`config.mk`:
```
export PLATFORM = sky130hd
export DESIGN_NAME = gsa_gen_store
export DESIGN_NICKNAME = d
export VERILOG_FILES = /design/src/sv/gsa_pkg.sv /design/src/sv/gsa_gen_store.sv
export SDC_FILE = /design/constraint.sdc
export NUM_CORES = 2
export LEC_CHECK = 0
export BUFFER_PORTS_ARGS = -buffer_cell sky130_fd_sc_hd__buf_2
export CAP_MARGIN = 40
export CORE_ASPECT_RATIO = 0.75
export CORE_MARGIN = 3
export CORE_UTILIZATION = 65
export CTS_BUF_LIST = sky130_fd_sc_hd__clkbuf_8
export DETAILED_ROUTE_END_ITERATION = 6
export PLACE_DENSITY = 0.81
export SKIP_LAST_GASP = 1
export SYNTH_ARGS = -nofsm -noshare
export SYNTH_HDL_FRONTEND = slang
export SYNTH_SLANG_ARGS = --single-unit
```
`constraint.sdc`:
```
create_clock -name aclk -period 40.8 [get_ports aclk]
set_input_delay 0 -clock aclk [delete_from_list [all_inputs] [get_ports aclk]]
set_output_delay 0 -clock aclk [all_outputs]
set_load 0.02 [all_outputs]
```
`src/sv/gsa_pkg.sv`:
```
package gsa_pkg;

    // table geometry
    localparam int CAPACITY = 256;
    localparam int IDX_W    = (CAPACITY > 1) ? $clog2(CAPACITY) : 1;

    // free search tree: groups of sixteen slots
    localparam int GRP_W  = 4;
    localparam int GRP    = 1 << GRP_W;
    localparam int NGRP   = (CAPACITY + GRP - 1) / GRP;
    localparam int GIDX_W = (NGRP > 1) ? $clog2(NGRP) : 1;
    localparam int FIND_W = GIDX_W + GRP_W;

    // field widths
    localparam int MODE_W   = 2;
    localparam int SIDX_W   = 16;
    localparam int GEN_W    = 16;
    localparam int STATUS_W = 2;
    localparam int GOUT_W   = 8;
    localparam int LIVE_W   = 9;

    // generation of a slot that was never written since reset
    localparam logic [GEN_W-1:0] GEN_RESET = GEN_W'(1);

    typedef enum logic [MODE_W-1:0] {
        MODE_ALLOC  = 2'd0,
        MODE_FREE   = 2'd1,
        MODE_LOOKUP = 2'd2,
        MODE_CLEAR  = 2'd3
    } mode_t;

    typedef enum logic [STATUS_W-1:0] {
        ST_OK   = 2'd0,
        ST_FULL = 2'd1,
        ST_BAD  = 2'd2
    } status_t;

    // command from the sequencer to the generation store
    typedef struct packed {
        logic             rd_en;
        logic [IDX_W-1:0] rd_addr;
        logic             wr_en;
        logic [IDX_W-1:0] wr_addr;
        logic [GEN_W-1:0] wr_gen;
        logic             bump_all;
    } gen_cmd_t;

endpackage

```
`src/sv/gsa_gen_store.sv`:
```
module gsa_gen_store (
    input  logic                      aclk,
    input  logic                      aresetn,
    input  gsa_pkg::gen_cmd_t         cmd,
    output logic [gsa_pkg::GEN_W-1:0] rd_gen
);
    import gsa_pkg::*;

    // stored value is the generation minus the clear epoch
    logic [GEN_W-1:0]    mem [CAPACITY];
    logic [CAPACITY-1:0] valid_reg;
    logic [GEN_W-1:0]    epoch_reg;
    logic [GEN_W-1:0]    mem_q_reg;
    logic                valid_q_reg;

    // generation memory, one read and one write port
    always_ff @(posedge aclk) begin
        if (cmd.wr_en) begin
            mem[cmd.wr_addr] <= cmd.wr_gen - epoch_reg;
        end
        if (cmd.rd_en) begin
            mem_q_reg <= mem[cmd.rd_addr];
        end
    end

    // written marks and clear epoch
    always_ff @(posedge aclk) begin
        if (!aresetn) begin
            valid_reg   <= '0;
            epoch_reg   <= '0;
            valid_q_reg <= 1'b0;
        end else begin
            if (cmd.wr_en) begin
                valid_reg[cmd.wr_addr] <= 1'b1;
            end
            if (cmd.bump_all) begin
                epoch_reg <= epoch_reg + GEN_W'(1);
            end
            if (cmd.rd_en) begin
                valid_q_reg <= valid_reg[cmd.rd_addr];
            end
        end
    end

    // unwritten slots read as the reset generation plus the clear epoch
    assign rd_gen = (valid_q_reg ? mem_q_reg : GEN_RESET) + epoch_reg;

endmodule

```
==> results.sh <==
export IMPL_synth_ff_latch_count=4385
export IMPL_grt_overflow=0
export IMPL_setup_violations=0
export IMPL_critPathTopFamily="buffers and inverters"
export IMPL_ctsLongestPathBuffers=4
export IMPL_crit_type="in2reg"
export IMPL_vias=85119
export IMPL_p_per_area_mw_per_mm2=46.9
export IMPL_start_util_pct=65.4
export IMPL_switching_power_w=0.00203
export IMPL_async_flop_share_pct=0
export IMPL_ios=53
export IMPL_intPower_w=0.00676
export IMPL_r2r_end="mem[46][13]"
export IMPL_worstPathCellList="buf_8 > buf_12 > buf_4 > buf_16 > buf_4 > buf_4 > buf_16 > buf_4 > buf_4 > buf_16 > mux4_2 > mux4_2 > a22oi_1 > nand2_1 > a22oi_1 > o221ai_1"
export IMPL_yosysWarnings=0
export IMPL_crit_top_cell="buf_4"
export IMPL_ys_types=55
export IMPL_wl_met1_mm=147
export IMPL_ys_seq_area_share_pct=76.7
export IMPL_maxCapViolCount=0
export IMPL_whs_ps=113
export IMPL_endpoint="mem_q_reg[6]"
export IMPL_routed_wirelength_mm=434
export IMPL_grt_pass1_wl_mm=620
export IMPL_fin_area_mm2=0.188
export IMPL_slowest_stage="buf_4"
export IMPL_combPwrFrac_pct=6.7
export IMPL_worst_pin_slew_ps=1190
export IMPL_finalClockSkew_ps=54.2
export IMPL_final_cells=11931
export IMPL_netlist_instances=7269
export IMPL_period_share_pct=16.6
export IMPL_grt_start_max_net_pins=199
export IMPL_syn_area_mm2=0.168
export IMPL_core_area_mm2=0.257
export IMPL_slew_limit_headroom_pct=20.7
export IMPL_h_tree_depth=6
export IMPL_fmax_mhz=147
export IMPL_wl_met3_mm=70.7
export IMPL_antenna_found_initial=34
export IMPL_avgSynthCellArea_um2=23.1
export IMPL_rsz0062_at_grt="false"
export IMPL_place_area_mm2=0.176
export IMPL_ir_drop_uv=43.5
export IMPL_first_pass_iters=7
export IMPL_drtAntennaViolNets=0
export IMPL_slowest_delay_ps=720
export IMPL_worst_slack_ps=34020
export IMPL_worstPathArrival_ps=7530
export IMPL_gp_congestion=0.915
export IMPL_drive_gt1_share_pct=31.9
export IMPL_grt_total_usage_pct=33.4
export IMPL_crit_required_ps=41550
export IMPL_wl_per_cell_um=36.4
export IMPL_port_buffers=52
export IMPL_reg2reg_depth=14
export IMPL_nFillCells=13226
export IMPL_clk_pin_slew_ps=60
export IMPL_hold_viol=0
export IMPL_endpoint_kind="register"
export IMPL_startpoint_type="input port"
export IMPL_clockPowerShare_pct=35.9
export IMPL_period_needed_ps=6780
export IMPL_dpl_cell_count=10753
export IMPL_dieArea_mm2=0.265
export IMPL_critPathMaxFanout=149
export IMPL_whs_path_depth=2
export IMPL_dp_slack_ps=33210
export IMPL_met2WireLength_mm=197
export IMPL_area_growth_pct=11.5
export IMPL_cp_buffers_inverters=10
export IMPL_synth_ff_type="edfxtp_1"
export IMPL_clkSinkCount=4385
export IMPL_grt_pass1_vias=85655
export IMPL_die_height_um=446
export IMPL_rows=161
export IMPL_vias_per_cell=7.13
export IMPL_die_width_um=593
export IMPL_cts_tree="yes"
export IMPL_drc=69
export IMPL_place_detailed_hpwl_mm=254
export IMPL_pwr_share_seq_pct=57.3
export IMPL_top_layer_used="met5"
export IMPL_clk_latency_ps=1060
export IMPL_rrSetupSlack_ps=35550
export IMPL_p_leak_nw=59.8
export IMPL_cts_root_buf="clkbuf_8"
export IMPL_p_sw_share_pct=23.1
export IMPL_reg2reg_from="epoch_reg[1]"
export IMPL_setup_tns_final_ps=0
export IMPL_failed_checks="DRC"
export IMPL_min_delay_path_class="in2reg"
export IMPL_syn_nets=7339
export IMPL_fin_nets=8071
export IMPL_slew_violations=0
export IMPL_cts_made_buffers=612
export IMPL_status="complete, but fails checks"
export IMPL_synth_edf_count=4112
export IMPL_critPathLaunch="cmd[27]"
export IMPL_largest_register_ffs=4096
export IMPL_first_iter_violations=14106
export IMPL_worst_path_stages=16
## cells in the final DEF (no fill, tap or decap), types with 7 or more instances in the layout
cell,Yosys,routed
nor2_4,0,16
diode_2,0,13
nand3_1,34,33
nor2b_1,18,14
nand4_1,18,18
or3_1,9,9
nand2_1,77,77
a22oi_1,100,100
buf_8,0,9
o221ai_1,16,16
a21oi_1,23,22
o21ai_0,14,14
nor2_2,0,64
buf_4,15,357
xnor2_1,29,22
a211oi_1,7,7
clkinv_1,0,118
dfxtp_1,273,273
a22o_1,32,32
clkbuf_8,0,665
clkinv_2,0,62
buf_16,0,45
dlygate4sd3_1,0,44
nor2_1,279,199
xnor2_2,0,7
mux2i_1,9,9
and3_1,7,7
inv_6,0,16
ha_1,31,31
buf_2,112,56
and2_1,28,27
inv_1,28,246
mux4_2,1345,1345
edfxtp_1,4112,4112
clkinvlp_4,0,20
buf_12,0,22
o21a_1,258,258
a221oi_1,32,32
## final cells by class
cell class | instances | area, um2 | area share, %
multi-input cells | 2436 | 37700 | 20.1
repair buffers | 538 | 5260 | 2.80
clock buffers | 665 | 9150 | 4.88
well taps | 3423 | 4280 | 2.28
clock inverters | 443 | 2040 | 1.09
diodes | 13 | 32.5 | 0.0173
flip-flops and latches | 4385 | 129000 | 68.8
inverters | 28 | 113 | 0.0601
## worst min-delay path by stage
stage | end | slack [ps] | start
3_5_place_dp | epoch_reg[1] | 360 | cmd[0]
4_1_cts | mem_q_reg[1] | 6 | cmd[34]
3_3_place_gp | epoch_reg[1] | 350 | cmd[0]
2_1_floorplan | mem_q_reg[0] | 110 | cmd[34]
5_1_grt | mem_q_reg[1] | 50 | cmd[34]
6_report | mem_q_reg[1] | 110 | cmd[34]
## per-stage QoR
step	power, W	utilization, %
final	0.00879	72.9
after global routing	0.00903	72.9
after CTS	0.00880	72.8
after detailed placement	0.00570	68.3
after global placement	0.00566	67.8
after floorplan	0.00552	-
## worst register-to-register path, cell delays in order (launching register included)
cell and delay [ps]:
dfxtp_1 510, inv_1 160, ha_1 310, nor2b_1 170
o31a_1 270, o31a_1 230, nor3_1 100, o311ai_0 670
buf_1 280, xor2_4 160, buf_4 640, buf_4 440
buf_16 330, buf_4 270, buf_16 270
## what timing repair did
item | 4_1_cts | 5_1_grt
hold buffers | 43 | 1
buffers inserted | 0 | 0
hold endpoints to repair | 2455 | 4
gates resized for setup | 0 | 0
## synthesized netlist by cell type, types with 29 or more instances
library cell	count	area (um2)
a221oi_1	32	280
a22o_1	32	280
a22oi_1	100	751
buf_1	54	203
buf_2	112	561
clkbuf_1	230	863
dfxtp_1	273	5470
edfxtp_1	4112	123000
ha_1	31	388
mux4_2	1345	30300
nand2_1	77	289
nand3_1	34	170
nor2_1	279	1050
o21a_1	258	1940
xnor2_1	29	254
## cell families after synthesis
group                      count (synthesis)  share of synthesized area (%)
AOI/OAI and AO/OA                        519                           2.34
xor gates and xnor gates                  37                          0.193
muxes                                   1355                           18.1
DFF                                     4385                           76.7
buffers and inverters                    448                           1.16
and+or+nand+nor                          492                           1.28
adders and majority gates                 33                          0.255
## layer usage
layer / vias up / global-route usage [%]
met2: 7345 / 48.0
met3: 1211 / 12.3
met4: 12 / 12.9
met5: - / 0
met1: 43945 / 47.6
li1: 32606 / -
## power by group through the flow
stage / Clock [W] / Combinational [W] / Sequential [W]
after global routing: 0.00338 / 0.000615 / 0.00504
after CTS: 0.00319 / 0.000569 / 0.00504
after floorplan: 0 / 0.000320 / 0.00520
final: 0.00316 / 0.000591 / 0.00504
after global placement: 0 / 0.000516 / 0.00514
after detailed placement: 0 / 0.000564 / 0.00514
(Power assumes the default switching activity.)
